===== src/hw/rtl/kbcs_pkg.sv =====
// ============================================================================
// kbcs_pkg
// Shared types and constants for the fixed-step two-well battery model.
// ============================================================================
`default_nettype none

package kbcs_pkg;

    // Charge word width (Q16.16) and coefficient fraction bits (Q2.30)
    localparam int CHARGE_WIDTH   = 32;
    localparam int COEF_WIDTH     = 32;
    localparam int FRAC_IN_WIDTH  = 31;
    localparam int COEF_FRAC_BITS = 30;
    localparam int TICK_WIDTH     = 32;

    // Request queue between front and back
    localparam int QUEUE_DEPTH = 4;

    // Configuration register indexes
    localparam int          CFG_INDEX_WIDTH  = 3;
    localparam logic [2:0]  CFG_DECAY        = 3'd0;
    localparam logic [2:0]  CFG_AVAIL_MIX    = 3'd1;
    localparam logic [2:0]  CFG_AVAIL_DRAIN  = 3'd2;
    localparam logic [2:0]  CFG_BOUND_MIX    = 3'd3;
    localparam logic [2:0]  CFG_BOUND_DRAIN  = 3'd4;
    localparam logic [2:0]  CFG_AVAIL_FRAC   = 3'd5;
    localparam logic [2:0]  CFG_EMPTY_RATIO  = 3'd6;

    // Reset values of the configuration registers
    localparam logic signed [COEF_WIDTH-1:0] DECAY_RST        = 32'sd1073741366;
    localparam logic signed [COEF_WIDTH-1:0] AVAIL_MIX_RST    = 32'sd286;
    localparam logic signed [COEF_WIDTH-1:0] AVAIL_DRAIN_RST  = 32'sd10737418;
    localparam logic signed [COEF_WIDTH-1:0] BOUND_MIX_RST    = 32'sd172;
    localparam logic signed [COEF_WIDTH-1:0] BOUND_DRAIN_RST  = 32'sd1;
    localparam logic [FRAC_IN_WIDTH-1:0]     AVAIL_FRAC_RST   = 31'd671088640;
    localparam logic [FRAC_IN_WIDTH-1:0]     EMPTY_RATIO_RST  = 31'd32212255;

    // Request kinds
    typedef enum logic {
        KIND_LOAD = 1'b0,
        KIND_TICK = 1'b1
    } item_kind_t;

    // One classified request
    typedef struct packed {
        item_kind_t                       kind;
        logic signed [CHARGE_WIDTH-1:0]   capacity;   // zero-extended
        logic signed [CHARGE_WIDTH-1:0]   current;
    } item_t;

    // Configuration bundle handed to the back end
    typedef struct packed {
        logic signed [COEF_WIDTH-1:0]  decay_coef;
        logic signed [COEF_WIDTH-1:0]  avail_mix_coef;
        logic signed [COEF_WIDTH-1:0]  avail_drain_coef;
        logic signed [COEF_WIDTH-1:0]  bound_mix_coef;
        logic signed [COEF_WIDTH-1:0]  bound_drain_coef;
        logic [FRAC_IN_WIDTH-1:0]      avail_fraction;
        logic [FRAC_IN_WIDTH-1:0]      empty_ratio;
    } cfg_t;

endpackage

`default_nettype wire


===== src/hw/rtl/kbcs_front.sv =====
// ============================================================================
// kbcs_front
// Accepts requests, classifies them as load or tick, and queues them.
// ============================================================================
`default_nettype none

module kbcs_front
    import kbcs_pkg::*;
#(
    parameter int DEPTH = QUEUE_DEPTH
) (
    input  wire logic        aclk,
    input  wire logic        aresetn,
    input  wire logic        s_axis_tvalid,
    output logic             s_axis_tready,
    input  wire logic [63:0] s_axis_tdata,   // [30:0] capacity, [62:31] current, [63] zero
    input  wire logic [0:0]  s_axis_tuser,   // [0] action
    output item_t            head,
    output logic             head_valid,
    input  wire logic        pop
);

    localparam int PW = (DEPTH > 1) ? $clog2(DEPTH) : 1;
    localparam int CW = $clog2(DEPTH + 1);

    item_t            entry_reg [DEPTH];
    logic [PW-1:0]    wr_ptr_reg, wr_ptr_next;
    logic [PW-1:0]    rd_ptr_reg, rd_ptr_next;
    logic [CW-1:0]    fill_reg, fill_next;
    logic             push;
    logic             do_pop;
    item_t            incoming;

    // Classify the incoming request
    always_comb begin
        incoming.kind     = s_axis_tuser[0] ? KIND_TICK : KIND_LOAD;
        incoming.capacity = $signed({1'b0, s_axis_tdata[30:0]});
        incoming.current  = $signed(s_axis_tdata[62:31]);
    end

    assign s_axis_tready = (fill_reg != CW'(DEPTH));
    assign push          = s_axis_tvalid && s_axis_tready;
    assign head_valid    = (fill_reg != '0);
    assign do_pop        = pop && head_valid;
    assign head          = entry_reg[rd_ptr_reg];

    // Pointer and fill bookkeeping
    always_comb begin
        wr_ptr_next = wr_ptr_reg;
        rd_ptr_next = rd_ptr_reg;
        fill_next   = fill_reg;
        if (push) begin
            wr_ptr_next = (wr_ptr_reg == PW'(DEPTH - 1)) ? '0 : wr_ptr_reg + 1'b1;
        end
        if (do_pop) begin
            rd_ptr_next = (rd_ptr_reg == PW'(DEPTH - 1)) ? '0 : rd_ptr_reg + 1'b1;
        end
        if (push && !do_pop) begin
            fill_next = fill_reg + 1'b1;
        end else if (!push && do_pop) begin
            fill_next = fill_reg - 1'b1;
        end
    end

    always_ff @(posedge aclk) begin
        if (!aresetn) begin
            wr_ptr_reg <= '0;
            rd_ptr_reg <= '0;
            fill_reg   <= '0;
        end else begin
            wr_ptr_reg <= wr_ptr_next;
            rd_ptr_reg <= rd_ptr_next;
            fill_reg   <= fill_next;
        end
    end

    // Queue storage
    always_ff @(posedge aclk) begin
        if (push) begin
            entry_reg[wr_ptr_reg] <= incoming;
        end
    end

endmodule

`default_nettype wire


===== config.mk =====
export PLATFORM = sky130hd
export DESIGN_NAME = kbcs_front
export DESIGN_NICKNAME = d
export VERILOG_FILES = /design/src/hw/rtl/kbcs_pkg.sv /design/src/hw/rtl/kbcs_front.sv
export SDC_FILE = /design/constraint.sdc
export NUM_CORES = 1
export LEC_CHECK = 0
export ABC_CLOCK_PERIOD_IN_PS = 3300
export BUFFER_PORTS_ARGS = -buffer_cell sky130_fd_sc_hd__buf_2
export CAP_MARGIN = 10
export CORE_ASPECT_RATIO = 0.9
export CORE_UTILIZATION = 50
export CTS_CLUSTER_SIZE = 12
export DETAILED_ROUTE_END_ITERATION = 8
export GPL_ROUTABILITY_DRIVEN = 0
export PLACE_DENSITY = 0.71
export RECOVER_POWER = 25
export SETUP_SLACK_MARGIN = 0.1
export SLEW_MARGIN = 15
export SYNTH_ARGS = -nofsm -noshare
export SYNTH_HDL_FRONTEND = slang
export SYNTH_SLANG_ARGS = --single-unit

===== constraint.sdc =====
create_clock -name aclk -period 3.3 [get_ports aclk]
set_clock_uncertainty 0.1 [all_clocks]
set_input_delay 0.66 -clock aclk [delete_from_list [all_inputs] [get_ports aclk]]
set_output_delay 0.66 -clock aclk [all_outputs]
set_load 0.03 [all_outputs]

==> impl_metrics.env, run 1 <==
export IMPL_die_h_um=134.2
export IMPL_fin_ws_ns=0.3484
export IMPL_hold_viol=0
export IMPL_rsz0062_at_grt="no"
export IMPL_ys_warn_count=0
export IMPL_p_leak_nw=3.730
export IMPL_diodes=0
export IMPL_fin_area_um2=11450
export IMPL_rr_startpoint="fill_reg[0]"
export IMPL_ys_seq_elements=265
export IMPL_dp_slack_ns=0.6099
export IMPL_clk_latency_ns=0.51
export IMPL_hold_ws_ns=0.2697
export IMPL_die_area_um2=19980
export IMPL_port_buffers=133
export IMPL_hold_path_startpoint="s_axis_tdata[3]"
export IMPL_critical_path_required_ns=2.54
export IMPL_routed_wl_um=16250
export IMPL_end_kind="output pin"
export IMPL_placed_cell_area_um2=10740
export IMPL_start_kind="flop"
export IMPL_largest_register_ffs=256
export IMPL_finalSetupViolCount=0
export IMPL_ant_nets=0
export IMPL_syn_nets=463
export IMPL_syn_mean_instance_area_um2=25.09
export IMPL_synthAdderAreaFrac_pct=0.9794
export IMPL_drive_gt1_share_pct=36.23
export IMPL_dp_hpwl_um=9831
export IMPL_numCtsBuffers=27
export IMPL_initial_core_util_pct=51.92
export IMPL_wire_per_inst_um=20.39
export IMPL_cts_resized_gates=0
export IMPL_relSlewSlack_pct=58.70
export IMPL_status="completed"
export IMPL_drc=0
export IMPL_synth_compound_area_share_pct=0.3608
export IMPL_p_per_area_nw_per_um2=805.4
export IMPL_yosys_area_share_simple_pct=1.211
export IMPL_fill_cells=1305
export IMPL_synthMuxAreaShare_pct=15.05
export IMPL_worstSetupPathType="flop to output pin"
export IMPL_final_common_cell="edfxtp_1"
export IMPL_max_freq_mhz=338.8
export IMPL_grt_overflow_total=0
export IMPL_cp_arrival_ns=2.19
export IMPL_path_clk_slew_ns=0.06
export IMPL_fin_setup_tns_ns=0
export IMPL_yosysSeqAreaShare_pct=81.03
export IMPL_post_route_period_util_pct=89.44
export IMPL_ir_drop_uv=564.4
export IMPL_cts_sinks=265
export IMPL_netlist_area_um2=9709
export IMPL_hold_end="entry_reg[1][35]"
export IMPL_track_usage_pct=16.86
export IMPL_drt_first_pass_iters=4
export IMPL_area_delta_synth_final_pct=17.92
export IMPL_clockRootBuffer="clkbuf_16"
export IMPL_postCtsSetupBuffers=0
export IMPL_drv_slew=0
export IMPL_rrSetupSlack_ns=0.61
export IMPL_antenna_found_initial=1
export IMPL_grt_pass1_vias=4693
export IMPL_worst_pin_slew_ns=0.6143
export IMPL_r2r_end="fill_reg[2]"
export IMPL_path_max_fanout=26
export IMPL_core_area_um2=18700
export IMPL_yosysUniqueCellTypes=29
export IMPL_period_needed_ns=2.952
export IMPL_cts_hold_buf=0
export IMPL_fin_util_pct=61.23
export IMPL_drt_initial_drc_count=267
export IMPL_synth_xor_xnor_area_share_pct=0.1804
export IMPL_vias_per_cell=5.432
export IMPL_syn_inst=387
export IMPL_synth_top_family_by_area="multiplexers"
export IMPL_clockBufferDepth=3
export IMPL_grt_pass1_wl_um=25470
export IMPL_h_tree_depth=1
export IMPL_row_count=47
export IMPL_rr_worst_depth=7
export IMPL_via_count=4329
export IMPL_io_pins=136
export IMPL_layout_common_cells="edfxtp_1, buf_2, mux4_2, clkbuf_1, clkbuf_16"
export IMPL_maxCapViolations=0
export IMPL_cts_tree="done"
export IMPL_die_w_um=148.9
export IMPL_hold_class="input port to flop"
export IMPL_nNetsFinal=615
export IMPL_whs_path_depth=1
export IMPL_grt_max_degree=40
logic make-up (layout without fill, tap and decap cells):
kind of cell               Yosys count  after routing
muxes                               66             66
xor gates and xnor gates             2              2
buffers and inverters               20            185
other                                1              1
DFF                                265            265
adders and majority gates            7              7
and+or+nand+nor                     20             20
AOI/OAI and AO/OA                    6              6
metal layers:
| layer | vias to the layer above | track usage [%] | wire (µm) |
|---|---|---|---|
| met2 | 130 | 27.24 | 7844 |
| met3 | 28 | 4.218 | 1095 |
| li1 | 1946 | - | - |
| met4 | 2 | 4.252 | 286 |
| met1 | 2223 | 23.19 | 7009 |
| met5 | - | 0 | 13 |
cell type report:
type	instances	area, µm²	area share [%]
Clock inverter	3	20.02	0.1748
Tap cell	245	306.5	2.677
Timing Repair Buffer	140	750.7	6.557
Multi-Input combinational cell	102	1745	15.24
Inverter	3	11.26	0.09835
Clock buffer	39	740.7	6.469
Sequential cell	265	7875	68.78
where the power goes:
group          switching, mW  internal, mW
combinational           1.41         0.901
sequential             0.175          4.08
clock                   1.12          1.54
synthesized netlist by cell type (all sizes together):
library cell    n  share of area (%)
dfxtp           9                1.9
or3             2               0.15
xnor2           1              0.090
clkbuf          2              0.077
nand4           1              0.064
mux2i           2               0.21
o31ai           1              0.077
buf            15               0.95
ha              6               0.77
or3b            1              0.090
conb            1              0.039
nand3           2               0.10
o21ai           4               0.21
nor2            2              0.077
and2            2               0.15
and3            4               0.31
nor2b           1              0.064
a21boi          1              0.077
nand2           5               0.19
inv             3               0.12
edfxtp        256                 79
mux4           64                 15
fa              1               0.21
xor2            1              0.090
stage by stage:
step,total power [mW],cells
finish,9.221,797
detailed placement,6.700,755
floorplan,6.000,387
CTS,9.359,797
global placement,6.647,755
global route,9.603,797
worst max path at each step:
stage	endpoint	start	slack [ns]	cells past startpoint
6_report	head[50]	flop	0.35	3
5_1_grt	head[0]	flop	0.19	3
4_1_cts	head[50]	flop	0.25	3
2_1_floorplan	fill_reg[2]	pop	0.92	7
3_5_place_dp	fill_reg[2]	pop	0.61	8
3_3_place_gp	fill_reg[2]	pop	0.69	8
worst max-delay path: stages (launching register included):
cell and delay, ns:
dfxtp_4 0.62, buf_12 0.29, mux4_2 0.56, buf_2 0.20
Note: power is estimated with default switching activity, not from simulation.
==> run 2, diff against run 1 <==
CAP_MARGIN = not set   (was 10)
PLACE_DENSITY = not set   (was 0.71)
PLACE_DENSITY_LB_ADDON = 0.1   (was not set)
==> impl_metrics.env, run 2 (synthesis gave the netlist of run 1 again) <==
export IMPL_power_internal_mw=6.528
export IMPL_p_switching_mw=2.695
export IMPL_final_common_cell="edfxtp_1"
export IMPL_ir_drop_uv=409.3
export IMPL_drc=0
export IMPL_worst_pin_slew_ns=0.6069
export IMPL_path_clk_slew_ns=0.06
export IMPL_core_area_um2=18700
export IMPL_max_freq_mhz=336.8
export IMPL_largest_register_ffs=256
export IMPL_drv_slew=0
export IMPL_p_per_area_nw_per_um2=803.7
export IMPL_initial_core_util_pct=51.92
export IMPL_numCtsBuffers=27
export IMPL_clk_latency_ns=0.51
export IMPL_post_route_period_util_pct=89.98
export IMPL_postCtsSetupBuffers=0
export IMPL_worstSetupPathType="flop to output pin"
export IMPL_p_seq_share_pct=46.2
export IMPL_diodes=0
export IMPL_maxCapViolations=0
export IMPL_via_count=4367
export IMPL_hold_class="input port to flop"
export IMPL_fin_setup_tns_ns=0
export IMPL_die_area_um2=19980
export IMPL_cts_tree="done"
export IMPL_cts_hold_buf=0
export IMPL_clockBufferDepth=3
export IMPL_relSlewSlack_pct=59.54
export IMPL_nNetsFinal=617
export IMPL_clockRootBuffer="clkbuf_16"
export IMPL_grt_pass1_wl_um=25910
export IMPL_hold_viol=0
export IMPL_io_pins=136
export IMPL_die_w_um=148.9
export IMPL_grt_overflow_total=0
export IMPL_critical_path_required_ns=2.54
export IMPL_cts_sinks=265
export IMPL_start_kind="flop"
export IMPL_drive_gt1_share_pct=37.16
export IMPL_layout_common_cells="edfxtp_1, buf_2, mux4_2, clkbuf_1, clkbuf_16"
export IMPL_drt_first_pass_iters=4
export IMPL_vias_per_cell=5.445
export IMPL_p_comb_share_pct=25.2
export IMPL_h_tree_depth=1
export IMPL_status="completed"
export IMPL_dp_hpwl_um=9643
export IMPL_switching_share_pct=29.22
export IMPL_antenna_found_initial=0
export IMPL_period_needed_ns=2.969
export IMPL_hold_ws_ns=0.2758
export IMPL_drt_initial_drc_count=217
export IMPL_rsz0062_at_grt="no"
export IMPL_routed_wl_um=16520
export IMPL_power_frac_clock_pct=28.7
export IMPL_row_count=47
export IMPL_path_max_fanout=23
export IMPL_grt_pass1_vias=4824
export IMPL_port_buffers=133
export IMPL_fill_cells=1353
export IMPL_cp_arrival_ns=2.21
export IMPL_end_kind="output pin"
export IMPL_wire_per_inst_um=20.60
export IMPL_ant_nets=0
export IMPL_die_h_um=134.2
export IMPL_track_usage_pct=17.32
export IMPL_cts_resized_gates=0
export IMPL_grt_max_degree=42
export IMPL_p_leak_nw=3.758
export IMPL_finalSetupViolCount=0
export IMPL_area_delta_synth_final_pct=18.20
==> run 2: cell count changes in the layout (fill, tap and decap cells not counted) <==
| cell | previous run | this run |
|---|---|---|
| buf_2 | 89 | 95 |
| clkbuf_1 | 54 | 48 |
| clkinv_1 | 1 | 5 |
| buf_4 | 0 | 2 |
| inv_8 | 1 | 0 |
==> run 2: worst max-delay path, cell delays in order (launching register included) <==
cell	delay [ns]
dfxtp_4	0.64
buf_12	0.29
mux4_2	0.55
buf_2	0.20
==> run 2: worst paths after layout <==
check	startpoint	endpoint	slack (ns)	cells after the start
worst max-delay path	flop	head[3]	0.33	3
worst min-delay path	s_axis_tdata[46]	entry_reg[0][15]	0.28	1
worst max register to register	fill_reg[1]	fill_reg[2]	0.64	7
worst min register to register	wr_ptr_reg[1]	wr_ptr_reg[1]	0.41	2
==> run 2: area by class of cell <==
| class | instances | area, µm² | share of cell area [%] |
|---|---|---|---|
| Clock buffer | 39 | 740.7 | 6.454 |
| Clock inverter | 6 | 23.77 | 0.2072 |
| Inverter | 3 | 11.26 | 0.09812 |
| Multi-Input combinational cell | 102 | 1745 | 15.21 |
| Sequential cell | 265 | 7875 | 68.62 |
| Tap cell | 245 | 306.5 | 2.671 |
| Timing Repair Buffer | 142 | 773.2 | 6.738 |
==> run 2: power by group through the flow <==
stage                     combinational (mW)  sequential (mW)  clock (mW)
after global placement                  2.35             4.31           0
after global routing                    2.47             4.30        2.84
final                                   2.32             4.26        2.64
after CTS                               2.38             4.27        2.71
after detailed placement                2.38             4.34           0
after floorplan                         1.78             4.22           0
==> run 2: per-layer routing <==
layer,part of all wire (%),global-route usage (%)
met1,41,21.50
met2,51,30.49
met3,6.1,4.320
met4,1.8,4.308
met5,0,0
==> run 2: metrics by stage <==
| step | instance area [µm²] | setup WS, ns | utilization, % | total power, mW | cells |
|---|---|---|---|---|---|
| after global routing | 11480 | 0.1660 | 61.37 | 9.614 | 802 |
| after floorplan | 9709 | 0.9155 | - | 6.000 | 387 |
| after detailed placement | 10760 | 0.6190 | 57.53 | 6.719 | 757 |
| after CTS | 11520 | 0.2377 | 61.62 | 9.360 | 802 |
| after global placement | 10760 | 0.7338 | 57.53 | 6.661 | 757 |
| final | 11480 | 0.3307 | 61.37 | 9.223 | 802 |
==> run 3, diff against run 2 <==
ABC_CLOCK_PERIOD_IN_PS = 2900   (was 3300)
CTS_CLUSTER_SIZE = not set   (was 12)
clock period = 2.9 ns   (was 3.3 ns; I/O delays follow)
==> impl_metrics.env, run 3 (synthesis gave the netlist of run 1 again) <==
export IMPL_postCtsSetupBuffers=4
export IMPL_end_kind="output pin"
export IMPL_area_delta_synth_final_pct=19.28
export IMPL_grt_overflow_total=0
export IMPL_grt_max_degree=62
export IMPL_vias_per_cell=5.453
export IMPL_track_usage_pct=17.25
export IMPL_worstSetupPathType="flop to output pin"
export IMPL_rrSetupSlack_ns=0.40
export IMPL_drt_initial_drc_count=205
export IMPL_ant_nets=0
export IMPL_relSlewSlack_pct=64.50
export IMPL_status="completed"
export IMPL_grt_pass1_vias=4624
export IMPL_port_buffers=133
export IMPL_drt_first_pass_iters=4
export IMPL_period_needed_ns=2.638
export IMPL_ir_drop_uv=506.2
export IMPL_hold_path_startpoint="s_axis_tdata[5]"
export IMPL_wire_per_inst_um=20.69
export IMPL_drv_slew=0
export IMPL_cp_arrival_ns=1.96
export IMPL_placed_cell_area_um2=10810
export IMPL_row_count=47
export IMPL_drc=0
export IMPL_clk_latency_ns=0.52
export IMPL_via_count=4466
export IMPL_hold_viol=0
export IMPL_dp_hpwl_um=10130
export IMPL_seqCellArea_um2=7875
export IMPL_final_common_cell="edfxtp_1"
export IMPL_final_cell_count_no_fill=819
export IMPL_worst_pin_slew_ns=0.5325
export IMPL_drive_gt1_share_pct=39.37
export IMPL_h_tree_depth=1
export IMPL_initial_core_util_pct=51.92
export IMPL_clockRootBuffer="clkbuf_16"
export IMPL_power_internal_mw=7.442
export IMPL_core_area_um2=18700
export IMPL_cts_hold_buf=0
export IMPL_cts_sinks=265
export IMPL_p_per_area_nw_per_um2=915.4
export IMPL_p_leak_nw=3.841
export IMPL_antenna_found_initial=0
export IMPL_dp_cells=765
export IMPL_rsz0062_at_grt="no"
export IMPL_fill_cells=1304
export IMPL_fin_area_um2=11580
export IMPL_cts_tree="done"
export IMPL_switching_share_pct=29.80
export IMPL_cts_resized_gates=0
export IMPL_critical_path_required_ns=2.22
export IMPL_multi_input_area_um2=1745
export IMPL_hold_class="input port to flop"
export IMPL_io_pins=136
export IMPL_max_freq_mhz=379.0
export IMPL_fin_setup_tns_ns=0
export IMPL_numCtsBuffers=27
export IMPL_p_switching_mw=3.159
export IMPL_nNetsFinal=630
export IMPL_start_kind="flop"
export IMPL_path_clk_slew_ns=0.06
export IMPL_largest_register_ffs=256
export IMPL_clockBufferDepth=3
export IMPL_grt_pass1_wl_um=25450
export IMPL_power_frac_clock_pct=28.5
export IMPL_routed_wl_um=16950
export IMPL_die_w_um=148.9
export IMPL_p_seq_share_pct=45.1
export IMPL_maxCapViolations=0
export IMPL_die_area_um2=19980
export IMPL_finalSetupViolCount=0
export IMPL_post_route_period_util_pct=90.98
export IMPL_p_comb_share_pct=26.3
export IMPL_diodes=0
export IMPL_layout_common_cells="edfxtp_1, buf_2, mux4_2, clkbuf_1, clkbuf_16"
export IMPL_rr_startpoint="fill_reg[0]"
export IMPL_path_max_fanout=20
export IMPL_die_h_um=134.2
==> run 3: changes by cell type in the layout (fill, tap and decap cells not counted) <==
cell,previous run,this run
clkinv_1,5,7
clkinv_4,0,1
clkinv_2,1,7
buf_8,0,1
clkbuf_1,48,44
buf_12,7,6
clkbuf_8,2,0
buf_4,2,15
inv_6,0,1
==> run 3: final cells by class <==
type                    instances  share of cell area (%)
flip-flops and latches        265                   68.00
multi-input cells             102                   15.07
repair buffers                155                   7.476
clock buffers                  33                   6.029
well taps                     245                   2.647
clock inverters                16                  0.6806
inverters                       3                 0.09723
==> run 3: per-layer routing <==
metal  GRT usage (%)  share of wire [%]  routed length [µm]  vias to the layer above
met5               0                  0                   0                        -
met4           5.045                2.3                 382                        0
met3           4.218                5.8                 975                       34
met2           28.53                 50                8514                      122
met1           22.87                 42                7072                     2328
li1                -                  -                   -                     1982
==> run 3: metrics by stage <==
step | hold slack [ns] | power [mW] | setup slack [ns] | utilization (%)
2_1_floorplan | 0.3677 | 6.828 | 0.5339 | -
3_3_place_gp | 0.3812 | 7.619 | 0.4257 | 57.79
3_5_place_dp | 0.4031 | 7.677 | 0.3599 | 57.79
4_1_cts | 0.1403 | 10.75 | 0.1248 | 62.10
5_1_grt | 0.1627 | 11.02 | 0.1572 | 61.93
6_report | 0.1745 | 10.60 | 0.2616 | 61.93
==> run 3: worst paths after layout <==
path                            to  cells after the start
hold reg to reg      wr_ptr_reg[1]                      2
setup reg to reg       fill_reg[2]                      8
hold / removal    entry_reg[2][37]                      1
setup / recovery          head[41]                      3
==> run 3: power by group through the flow <==
stage               combinational [mW]  sequential [mW]  clock [mW]
global placement                  2.73             4.89           0
global route                      2.97             4.82        3.23
finish                            2.79             4.79        3.03
CTS                               2.83             4.81        3.11
floorplan                         2.03             4.80           0
detailed placement                2.76             4.92           0
==> run 3: critical path, stage by stage (launching register included) <==
cell and delay (ns):
dfxtp_4 0.44, buf_12 0.23, mux4_2 0.56, buf_2 0.20
